`src/rtl/core/mme_pkg.sv`:
```
// ----------------------------------------------------------------------------
// mme_pkg: shared constants for the matrix multiply engine
// element, accumulator and configuration widths, register reset values, item actions, register indexes
// ----------------------------------------------------------------------------
`default_nettype none

package mme_pkg;

  localparam int MAX_DIM_DEF = 16;

  localparam int ELEM_W     = 16;
  localparam int PROD_W     = 32;
  localparam int ACC_W      = 40;

  localparam int CFG_DIM_W  = 5;
  localparam int CFG_CNT_W  = 13;
  localparam int CFG_IDX_W  = 2;
  localparam int CFG_DATA_W = 13;
  localparam int CNT_W      = 12;
  localparam int MAX_COUNT  = 4096;

  // register indexes
  localparam logic [CFG_IDX_W-1:0] REG_INNER_DIM       = 2'd0;
  localparam logic [CFG_IDX_W-1:0] REG_OUT_COLS        = 2'd1;
  localparam logic [CFG_IDX_W-1:0] REG_ROWS_PER_MATRIX = 2'd2;
  localparam logic [CFG_IDX_W-1:0] REG_BATCH_COUNT     = 2'd3;

  // register reset values
  localparam logic [CFG_DIM_W-1:0] RST_INNER_DIM       = 5'd16;
  localparam logic [CFG_DIM_W-1:0] RST_OUT_COLS        = 5'd16;
  localparam logic [CFG_CNT_W-1:0] RST_ROWS_PER_MATRIX = 13'd16;
  localparam logic [CFG_CNT_W-1:0] RST_BATCH_COUNT     = 13'd1;

  // item actions
  localparam logic ACT_LOAD_B = 1'b0;
  localparam logic ACT_A_ELEM = 1'b1;

endpackage

`default_nettype wire

```
`src/rtl/core/mme_ram.sv`:
```
// ----------------------------------------------------------------------------
// mme_ram: generic simple dual-port ram
// one write port, one read port with registered read data
// ----------------------------------------------------------------------------
`default_nettype none

module mme_ram #(
  parameter int WIDTH = 16,
  parameter int DEPTH = 256
) (
  input  wire logic                     clk,
  input  wire logic                     we,
  input  wire logic [$clog2(DEPTH)-1:0] waddr,
  input  wire logic [WIDTH-1:0]         wdata,
  input  wire logic                     re,
  input  wire logic [$clog2(DEPTH)-1:0] raddr,
  output logic      [WIDTH-1:0]         rdata
);

  logic [WIDTH-1:0] mem [DEPTH];

  always_ff @(posedge clk) begin
    if (we) begin
      mem[waddr] <= wdata;
    end
    if (re) begin
      rdata <= mem[raddr];
    end
  end

endmodule

`default_nettype wire

```
`src/rtl/core/matrix_multiply_engine_top.sv`:
```
// ----------------------------------------------------------------------------
// matrix_multiply_engine_top: streamed A times stored B, one shared mac unit
// a B item or an A item that does not end a row is taken without a stall;
//   an item that ends a row holds the input off until each output column
//   has been computed in turn and its result registered for output
// throughput: one item per cycle between row ends; stalled results lengthen row ends
// reset: synchronous rst_n clears control state; B and row stores hold garbage
// ----------------------------------------------------------------------------
`default_nettype none

module matrix_multiply_engine_top #(
  parameter int MAX_DIM = mme_pkg::MAX_DIM_DEF
) (
  input  wire logic                                 clk,
  input  wire logic                                 rst_n,
  // input items
  input  wire logic                                 in_valid,
  output logic                                      in_stall,
  input  wire logic                                 in_action,
  input  wire logic signed [mme_pkg::ELEM_W-1:0]    in_element_value,
  // result items
  output logic                                      out_valid,
  input  wire logic                                 out_stall,
  output logic signed      [mme_pkg::ACC_W-1:0]     out_result_value,
  output logic                                      out_last_in_row,
  output logic                                      out_last_in_matrix,
  output logic                                      out_last_in_batch,
  // configuration writes
  input  wire logic                                 cfg_valid,
  output logic                                      cfg_ready,
  input  wire logic        [mme_pkg::CFG_IDX_W-1:0] cfg_index,
  input  wire logic        [mme_pkg::CFG_DATA_W-1:0] cfg_data
);

  localparam int AW     = $clog2(MAX_DIM);
  localparam int BDEPTH = MAX_DIM * MAX_DIM;
  localparam int BW     = $clog2(BDEPTH);
  localparam int DW     = $clog2(MAX_DIM + 1);
  localparam int CMPW   = (DW > mme_pkg::CFG_DIM_W) ? DW : mme_pkg::CFG_DIM_W;
  localparam int TW     = 2 * DW;

  localparam logic [1:0] ST_IDLE  = 2'd0;
  localparam logic [1:0] ST_RUN   = 2'd1;
  localparam logic [1:0] ST_DRAIN = 2'd2;

  // configuration registers
  logic [mme_pkg::CFG_DIM_W-1:0] inner_dim_r, inner_dim_nxt;
  logic [mme_pkg::CFG_DIM_W-1:0] out_cols_r, out_cols_nxt;
  logic [mme_pkg::CFG_CNT_W-1:0] rows_r, rows_nxt;
  logic [mme_pkg::CFG_CNT_W-1:0] mats_r, mats_nxt;

  // position state
  logic [BW-1:0]             b_idx_r, b_idx_nxt;
  logic [AW-1:0]             a_col_r, a_col_nxt;
  logic [mme_pkg::CNT_W-1:0] row_r, row_nxt;
  logic [mme_pkg::CNT_W-1:0] mat_r, mat_nxt;

  // sequencer
  logic [1:0]    state_r, state_nxt;
  logic [AW-1:0] kk_r, kk_nxt;
  logic [AW-1:0] j_r, j_nxt;
  logic [BW-1:0] b_addr_r, b_addr_nxt;
  logic          end_mat_r, end_mat_nxt;
  logic          end_batch_r, end_batch_nxt;

  // mac pipeline
  logic                                 rd_v_r, rd_v_nxt;
  logic                                 rd_first_r, rd_first_nxt;
  logic                                 rd_last_r, rd_last_nxt;
  logic signed [mme_pkg::PROD_W-1:0]    prod_r;
  logic                                 prod_v_r, prod_first_r, prod_last_r;
  logic signed [mme_pkg::ACC_W-1:0]     acc_r, acc_nxt;
  logic                                 done_r, done_nxt;

  // output register
  logic                             out_valid_r, out_valid_nxt;
  logic signed [mme_pkg::ACC_W-1:0] out_value_r;
  logic                             out_row_r, out_mat_r, out_batch_r;

  // clamped dimensions
  logic [CMPW-1:0]           kd_ext, nd_ext;
  logic [DW-1:0]             kd, nd;
  logic [TW-1:0]             total;
  logic [AW-1:0]             kd_last, nd_last;
  logic [BW-1:0]             b_last;
  logic [mme_pkg::CNT_W-1:0] rows_last, mats_last;

  logic signed [mme_pkg::ELEM_W-1:0] a_rdata, b_rdata;

  logic in_acc, cfg_we, a_we, b_we, row_done, rd_en, out_free, emit;
  logic row_end_mat, row_end_batch;

  assign kd_ext = CMPW'(inner_dim_r);
  assign nd_ext = CMPW'(out_cols_r);

  always_comb begin
    priority if (kd_ext == '0) begin
      kd = DW'(1);
    end else if (kd_ext > CMPW'(MAX_DIM)) begin
      kd = DW'(MAX_DIM);
    end else begin
      kd = DW'(kd_ext);
    end
    priority if (nd_ext == '0) begin
      nd = DW'(1);
    end else if (nd_ext > CMPW'(MAX_DIM)) begin
      nd = DW'(MAX_DIM);
    end else begin
      nd = DW'(nd_ext);
    end
    priority if (rows_r == '0) begin
      rows_last = '0;
    end else if (rows_r > mme_pkg::CFG_CNT_W'(mme_pkg::MAX_COUNT)) begin
      rows_last = mme_pkg::CNT_W'(mme_pkg::MAX_COUNT - 1);
    end else begin
      rows_last = mme_pkg::CNT_W'(rows_r - 1'b1);
    end
    priority if (mats_r == '0) begin
      mats_last = '0;
    end else if (mats_r > mme_pkg::CFG_CNT_W'(mme_pkg::MAX_COUNT)) begin
      mats_last = mme_pkg::CNT_W'(mme_pkg::MAX_COUNT - 1);
    end else begin
      mats_last = mme_pkg::CNT_W'(mats_r - 1'b1);
    end
  end

  assign total   = TW'(kd) * TW'(nd);
  assign b_last  = BW'(total - TW'(1));
  assign kd_last = AW'(kd - DW'(1));
  assign nd_last = AW'(nd - DW'(1));

  assign in_stall  = (state_r != ST_IDLE);
  assign cfg_ready = (state_r == ST_IDLE);
  assign in_acc    = in_valid && !in_stall;
  assign cfg_we    = cfg_valid && cfg_ready;
  assign a_we      = in_acc && (in_action == mme_pkg::ACT_A_ELEM);
  assign b_we      = in_acc && (in_action == mme_pkg::ACT_LOAD_B);
  assign row_done  = a_we && (a_col_r == kd_last);
  assign rd_en     = (state_r == ST_RUN);
  assign out_free  = !out_valid_r || !out_stall;
  assign emit      = (state_r == ST_DRAIN) && done_r && out_free;

  assign row_end_mat   = (row_r == rows_last);
  assign row_end_batch = row_end_mat && (mat_r == mats_last);

  mme_ram #(
    .WIDTH (mme_pkg::ELEM_W),
    .DEPTH (MAX_DIM)
  ) u_a_ram (
    .clk   (clk),
    .we    (a_we),
    .waddr (a_col_r),
    .wdata (in_element_value),
    .re    (rd_en),
    .raddr (kk_r),
    .rdata (a_rdata)
  );

  mme_ram #(
    .WIDTH (mme_pkg::ELEM_W),
    .DEPTH (BDEPTH)
  ) u_b_ram (
    .clk   (clk),
    .we    (b_we),
    .waddr (b_idx_r),
    .wdata (in_element_value),
    .re    (rd_en),
    .raddr (b_addr_r),
    .rdata (b_rdata)
  );

  // configuration and stream positions
  always_comb begin
    inner_dim_nxt = inner_dim_r;
    out_cols_nxt  = out_cols_r;
    rows_nxt      = rows_r;
    mats_nxt      = mats_r;
    b_idx_nxt     = b_idx_r;
    a_col_nxt     = a_col_r;
    row_nxt       = row_r;
    mat_nxt       = mat_r;
    if (cfg_we) begin
      unique case (cfg_index)
        mme_pkg::REG_INNER_DIM:       inner_dim_nxt = mme_pkg::CFG_DIM_W'(cfg_data);
        mme_pkg::REG_OUT_COLS:        out_cols_nxt  = mme_pkg::CFG_DIM_W'(cfg_data);
        mme_pkg::REG_ROWS_PER_MATRIX: rows_nxt      = mme_pkg::CFG_CNT_W'(cfg_data);
        mme_pkg::REG_BATCH_COUNT:     mats_nxt      = mme_pkg::CFG_CNT_W'(cfg_data);
      endcase
      b_idx_nxt = '0;
      a_col_nxt = '0;
      row_nxt   = '0;
      mat_nxt   = '0;
    end
    if (b_we) begin
      b_idx_nxt = (b_idx_r == b_last) ? '0 : b_idx_r + 1'b1;
    end
    if (a_we) begin
      a_col_nxt = row_done ? '0 : a_col_r + 1'b1;
    end
    if (row_done) begin
      if (row_end_mat) begin
        row_nxt = '0;
        mat_nxt = row_end_batch ? '0 : mat_r + 1'b1;
      end else begin
        row_nxt = row_r + 1'b1;
      end
    end
  end

  // sequencer: one column of the row at a time through the shared mac
  always_comb begin
    state_nxt     = state_r;
    kk_nxt        = kk_r;
    j_nxt         = j_r;
    b_addr_nxt    = b_addr_r;
    end_mat_nxt   = end_mat_r;
    end_batch_nxt = end_batch_r;
    rd_v_nxt      = 1'b0;
    rd_first_nxt  = 1'b0;
    rd_last_nxt   = 1'b0;
    unique case (state_r)
      ST_IDLE: begin
        if (row_done) begin
          state_nxt     = ST_RUN;
          kk_nxt        = '0;
          j_nxt         = '0;
          b_addr_nxt    = '0;
          end_mat_nxt   = row_end_mat;
          end_batch_nxt = row_end_batch;
        end
      end
      ST_RUN: begin
        rd_v_nxt     = 1'b1;
        rd_first_nxt = (kk_r == '0);
        rd_last_nxt  = (kk_r == kd_last);
        // step down the column of B
        b_addr_nxt   = b_addr_r + BW'(nd);
        kk_nxt       = kk_r + 1'b1;
        if (kk_r == kd_last) begin
          state_nxt = ST_DRAIN;
        end
      end
      ST_DRAIN: begin
        if (emit) begin
          if (j_r == nd_last) begin
            state_nxt = ST_IDLE;
          end else begin
            state_nxt  = ST_RUN;
            kk_nxt     = '0;
            j_nxt      = j_r + 1'b1;
            b_addr_nxt = BW'(j_r + 1'b1);
          end
        end
      end
      default: begin
        state_nxt = ST_IDLE;
      end
    endcase
  end

  always_comb begin
    acc_nxt = acc_r;
    if (prod_v_r) begin
      acc_nxt = prod_first_r ? mme_pkg::ACC_W'(prod_r)
                             : acc_r + mme_pkg::ACC_W'(prod_r);
    end
    done_nxt = done_r;
    if (emit) begin
      done_nxt = 1'b0;
    end else if (prod_v_r && prod_last_r) begin
      done_nxt = 1'b1;
    end
    out_valid_nxt = emit ? 1'b1 : (out_valid_r && out_stall);
  end

  always_ff @(posedge clk) begin
    if (!rst_n) begin
      inner_dim_r  <= mme_pkg::RST_INNER_DIM;
      out_cols_r   <= mme_pkg::RST_OUT_COLS;
      rows_r       <= mme_pkg::RST_ROWS_PER_MATRIX;
      mats_r       <= mme_pkg::RST_BATCH_COUNT;
      b_idx_r      <= '0;
      a_col_r      <= '0;
      row_r        <= '0;
      mat_r        <= '0;
      state_r      <= ST_IDLE;
      kk_r         <= '0;
      j_r          <= '0;
      b_addr_r     <= '0;
      end_mat_r    <= 1'b0;
      end_batch_r  <= 1'b0;
      rd_v_r       <= 1'b0;
      rd_first_r   <= 1'b0;
      rd_last_r    <= 1'b0;
      prod_v_r     <= 1'b0;
      prod_first_r <= 1'b0;
      prod_last_r  <= 1'b0;
      done_r       <= 1'b0;
      out_valid_r  <= 1'b0;
    end else begin
      inner_dim_r  <= inner_dim_nxt;
      out_cols_r   <= out_cols_nxt;
      rows_r       <= rows_nxt;
      mats_r       <= mats_nxt;
      b_idx_r      <= b_idx_nxt;
      a_col_r      <= a_col_nxt;
      row_r        <= row_nxt;
      mat_r        <= mat_nxt;
      state_r      <= state_nxt;
      kk_r         <= kk_nxt;
      j_r          <= j_nxt;
      b_addr_r     <= b_addr_nxt;
      end_mat_r    <= end_mat_nxt;
      end_batch_r  <= end_batch_nxt;
      rd_v_r       <= rd_v_nxt;
      rd_first_r   <= rd_first_nxt;
      rd_last_r    <= rd_last_nxt;
      prod_v_r     <= rd_v_r;
      prod_first_r <= rd_first_r;
      prod_last_r  <= rd_last_r;
      done_r       <= done_nxt;
      out_valid_r  <= out_valid_nxt;
    end
  end

  // datapath registers
  always_ff @(posedge clk) begin
    prod_r <= a_rdata * b_rdata;
    acc_r  <= acc_nxt;
    if (emit) begin
      out_value_r <= acc_r;
      out_row_r   <= (j_r == nd_last);
      out_mat_r   <= (j_r == nd_last) && end_mat_r;
      out_batch_r <= (j_r == nd_last) && end_batch_r;
    end
  end

  assign out_valid          = out_valid_r;
  assign out_result_value   = out_value_r;
  assign out_last_in_row    = out_row_r;
  assign out_last_in_matrix = out_mat_r;
  assign out_last_in_batch  = out_batch_r;

endmodule

`default_nettype wire

```
`config.mk`:
```
export PLATFORM = sky130hd
export DESIGN_NAME = matrix_multiply_engine_top
export DESIGN_NICKNAME = d
export VERILOG_FILES = /design/src/rtl/core/mme_pkg.sv /design/src/rtl/core/mme_ram.sv /design/src/rtl/core/matrix_multiply_engine_top.sv
export SDC_FILE = /design/constraint.sdc
export NUM_CORES = 2
export LEC_CHECK = 0
export BUFFER_PORTS_ARGS = -buffer_cell sky130_fd_sc_hd__buf_2
export CAP_MARGIN = 0
export CORE_MARGIN = 5
export CORE_UTILIZATION = 35
export DETAILED_ROUTE_END_ITERATION = 10
export PLACE_DENSITY = 0.52
export SLEW_MARGIN = 20
export SYNTH_ARGS = -nofsm -noshare
export SYNTH_HDL_FRONTEND = slang
export SYNTH_MEMORY_MAX_BITS = 65536
export SYNTH_SLANG_ARGS = --single-unit
```
`constraint.sdc`:
```
create_clock -name clk -period 5.7 [get_ports clk]
set_clock_uncertainty 0.2 [all_clocks]
set_input_delay 1.14 -clock clk [delete_from_list [all_inputs] [get_ports clk]]
set_output_delay 1.14 -clock clk [all_outputs]
set_load 0.005 [all_outputs]
```
==> flow_metrics.py <==
metrics = {
    "clock_tree": {
        "cts_sinks": 4599,
        "worstSkewPairLatency_ns": 1.02,
        "h-tree-depth": 5,
        "path_clk_slew_ns": 0.07,
        "cts_tree": "yes",
        "root_buffer": "clkbuf_16",
        "cts_made_buffers": 475,
        "ctsLongestPathBuffers": 4,
    },
    "pwr": {
        "vdd_drop_max_uv": 334,
        "p_sw_w": 0.0174,
        "internal_power_w": 0.0586,
        "p_sw_frac": 0.229,
        "pwr-share-comb": 0.104,
        "p_seq_frac": 0.492,
        "power.density_nw_per_um2": 348,
        "power.share.clock": 0.404,
        "p_leak_nw": 68.2,
    },
    "logic_synthesis": {
        "synth_top_cells_by_count": "edfxtp_1 (4467), mux4_2 (1440), nor2_1 (352), inv_1 (347), clkbuf_1 (332)",
        "syn_area_sq_um": 189000,
        "synth_edf_count": 4467,
        "synthCells": 8910,
        "async_flop_share": 0,
        "ys_ff_latch": 4599,
        "synth_top_area_share": 0.711,
        "synth_top_area_cell": "edfxtp_1",
        "ys_seq_area_frac": 0.725,
        "yosys_most_used_dff": "edfxtp_1",
        "ys_warn_count": 0,
        "synthTopCellsByArea": "edfxtp_1 (71%), mux4_2 (17%), fa_1 (2.9%)",
        "synth_fp_nets": 9382,
        "ys_types": 85,
        "synth.most_common_cell": "edfxtp_1",
        "postSynthAreaPerCell_sq_um": 21.2,
    },
    "sta": {
        "rsz0062_at_grt": "yes",
        "worst_pin_slew_ns": 1.19,
        "max_freq_mhz": 165,
        "finalCritPeriodShare": 1.06,
        "post-route-min-period_ns": 6.06,
        "setup_slack_ns": -0.361,
        "finalHoldViolCount": 0,
        "maxSlewViolCount": 0,
        "slew_headroom": 0.205,
        "setup_viol": 15,
    },
    "outcome": {
        "status": "finished with violations",
        "violations": "setup timing",
    },
    "grt": {
        "grt_pass1_wl_um": 691000,
        "track_usage": 0.170,
        "grt_antenna_before_repair": 27,
        "grt_max_degree": 191,
        "grt.overflow.total": 0,
        "grt_pass1_vias": 94245,
    },
    "detailed_routing": {
        "antenna_left": 0,
        "viasPerCell": 5.23,
        "route.detailed.drc": 0,
        "drt_wl_total_um": 477000,
        "firstDrtPassIters": 5,
        "drt_iter0_drc": 8792,
        "routedWlPerCell_um": 27.6,
        "vias": 90355,
    },
    "placed_design": {
        "numPortBuffers": 82,
        "gp_congestion": 0.820,
        "hpwlAfterDp_um": 300000,
        "dp_slack_ns": -0.589,
    },
    "final_layout": {
        "drive_gt1_frac": 0.301,
        "final_util": 0.407,
        "syn_to_final_growth_pct": 15.8,
        "nets": 10146,
    },
    "flow_run": {
        "maxCapViolCount": 0,
    },
    "floorplan": {
        "fp.dieH_um": 744,
        "die_area_sq_um": 554000,
        "core_sq_um": 537000,
        "initial_utilization": 0.351,
        "rows": 269,
        "io_pins": 83,
        "die_w_um": 744,
    },
    "critical_path": {
        "worstSetupPathType": "register to register",
        "cp-start-kind": "register",
        "end_kind": "register",
        "cp.arrival_ns": 6.66,
        "critPathMaxFanout": 7,
        "required_ns": 6.30,
    },
    "hold_path": {
        "hold_class": "input port to register",
    },
}
-- kinds of logic after synthesis --
logic type	synth area share
flops	0.725
mux	0.172
simple gates	0.0264
buf+inv	0.0160
compound gates	0.0149
fa+ha+maj	0.0399
xor+xnor	0.00566
-- layout by cell type (no fill, tap or decap), types with 44 or more instances in the layout --
master     netlist  layout
nand3_1         56      54
mux4_2        1440    1440
xnor2_1         69      67
clkbuf_1       332      95
fa_1           276     255
clkbuf_16        0     479
buf_12           0      65
bufinv_16        0      46
o21ai_0        102      91
nand2_1        305     296
ha_1           159     144
clkinv_1         0     112
edfxtp_1      4467    4467
clkinv_2         0      86
buf_4            0     553
a21o_1          44      44
a21oi_1        132     113
nor2_1         352     334
dfxtp_1        132     122
and2_1         160     138
buf_2            6      66
inv_1          347     329
xor2_1          53      53
-- cell type report --
| class | instances | area [sq um] |
|---|---|---|
| clock inverter | 307 | 3100 |
| inverter | 348 | 1310 |
| tap | 7181 | 8980 |
| multi-input combinational | 3515 | 49600 |
| antenna | 16 | 40.0 |
| fill | 47148 | 319000 |
| timing repair buffer | 735 | 6430 |
| sequential | 4599 | 137000 |
| clock buffer | 575 | 12400 |
-- layer usage --
layer	part of all wire	up-vias	global-route usage	wire (um)
met5	0.000054	-	0	26
met3	0.056	616	0.0251	26500
met4	0.025	4	0.0426	12000
met2	0.48	2552	0.278	231000
met1	0.44	49201	0.241	208000
li1	-	37982	-	-
-- worst max-delay path, cell delays in order, from the launching register on --
cell and delay, ns:
edfxtp_1 0.52, and2_4 0.20, fa_1 0.50, inv_2 0.04, fa_1 0.52, fa_1 0.45, fa_1 0.50, inv_1 0.05
fa_1 0.48, fa_1 0.59, ha_4 0.21, a21o_1 0.18, a21oi_2 0.11, nor2b_1 0.06, o21ai_1 0.11, nand2b_1 0.08
a211oi_2 0.25, o21ai_4 0.10, and3_4 0.21, o311ai_2 0.32, o311ai_2 0.15
-- sequential cells by signal, indices dropped and copies added, names as in the netlist, 2 cells and up --
register,cells
kk_r,4
row_r,12
inner_dim_r,5
out_result_value,40
b_addr_r,8
acc_r,40
b_idx_r,8
a_col_r,4
rows_r,13
prod_r,32
mats_r,13
nd_ext,5
u_a_ram.rdata,16
state_r,2
u_b_ram.rdata,16
u_a_ram.mem,256
mat_r,12
u_b_ram.mem,4096
j_r,4
-- through the flow --
step | cells | TNS, ns | power, W | cell area (sq um) | hold WS [ns]
detailed placement | 16331 | -5.40 | 0.0451 | 202000 | 0.237
floorplan | 8910 | -0.0475 | 0.0423 | 189000 | 0.212
finish | 17276 | -3.27 | 0.0761 | 219000 | 0.236
global route | 17261 | -6.98 | 0.0792 | 219000 | 0.155
CTS | 17245 | -3.14 | 0.0765 | 218000 | 0.126
global placement | 16331 | -5.74 | 0.0450 | 202000 | 0.230
-- worst paths after layout --
check | startpoint | to | slack, ns | cells past startpoint
min reg2reg | rd_last_r | prod_last_r | 0.24 | 1
max reg2reg | u_a_ram.rdata[5] | prod_r[30] | -0.36 | 20
max | u_a_ram.rdata[5] | prod_r[30] | -0.36 | 20
min | cfg_data[10] | mats_r[10] | 0.24 | 3
-- timing repair --
| item | CTS | global route |
|---|---|---|
| cloned | 0 | 0 |
| hold buffers | 0 | 0 |
| pin swaps | 60 | 48 |
| setup buffers | 33 | 14 |
| endpoints found under the setup margin | 18 | 18 |
| endpoints found under the hold margin | 0 | 0 |
| resized for setup | 86 | 79 |
-- power by group through the flow --
stage          logic [W]  clock network, W  registers, W
2_1_floorplan    0.00415                 0        0.0381
3_3_place_gp     0.00683                 0        0.0382
3_5_place_dp     0.00696                 0        0.0382
4_1_cts          0.00748            0.0316        0.0374
5_1_grt          0.00878            0.0330        0.0374
6_report         0.00790            0.0307        0.0375
Note: power is estimated with default switching activity, not from simulation.
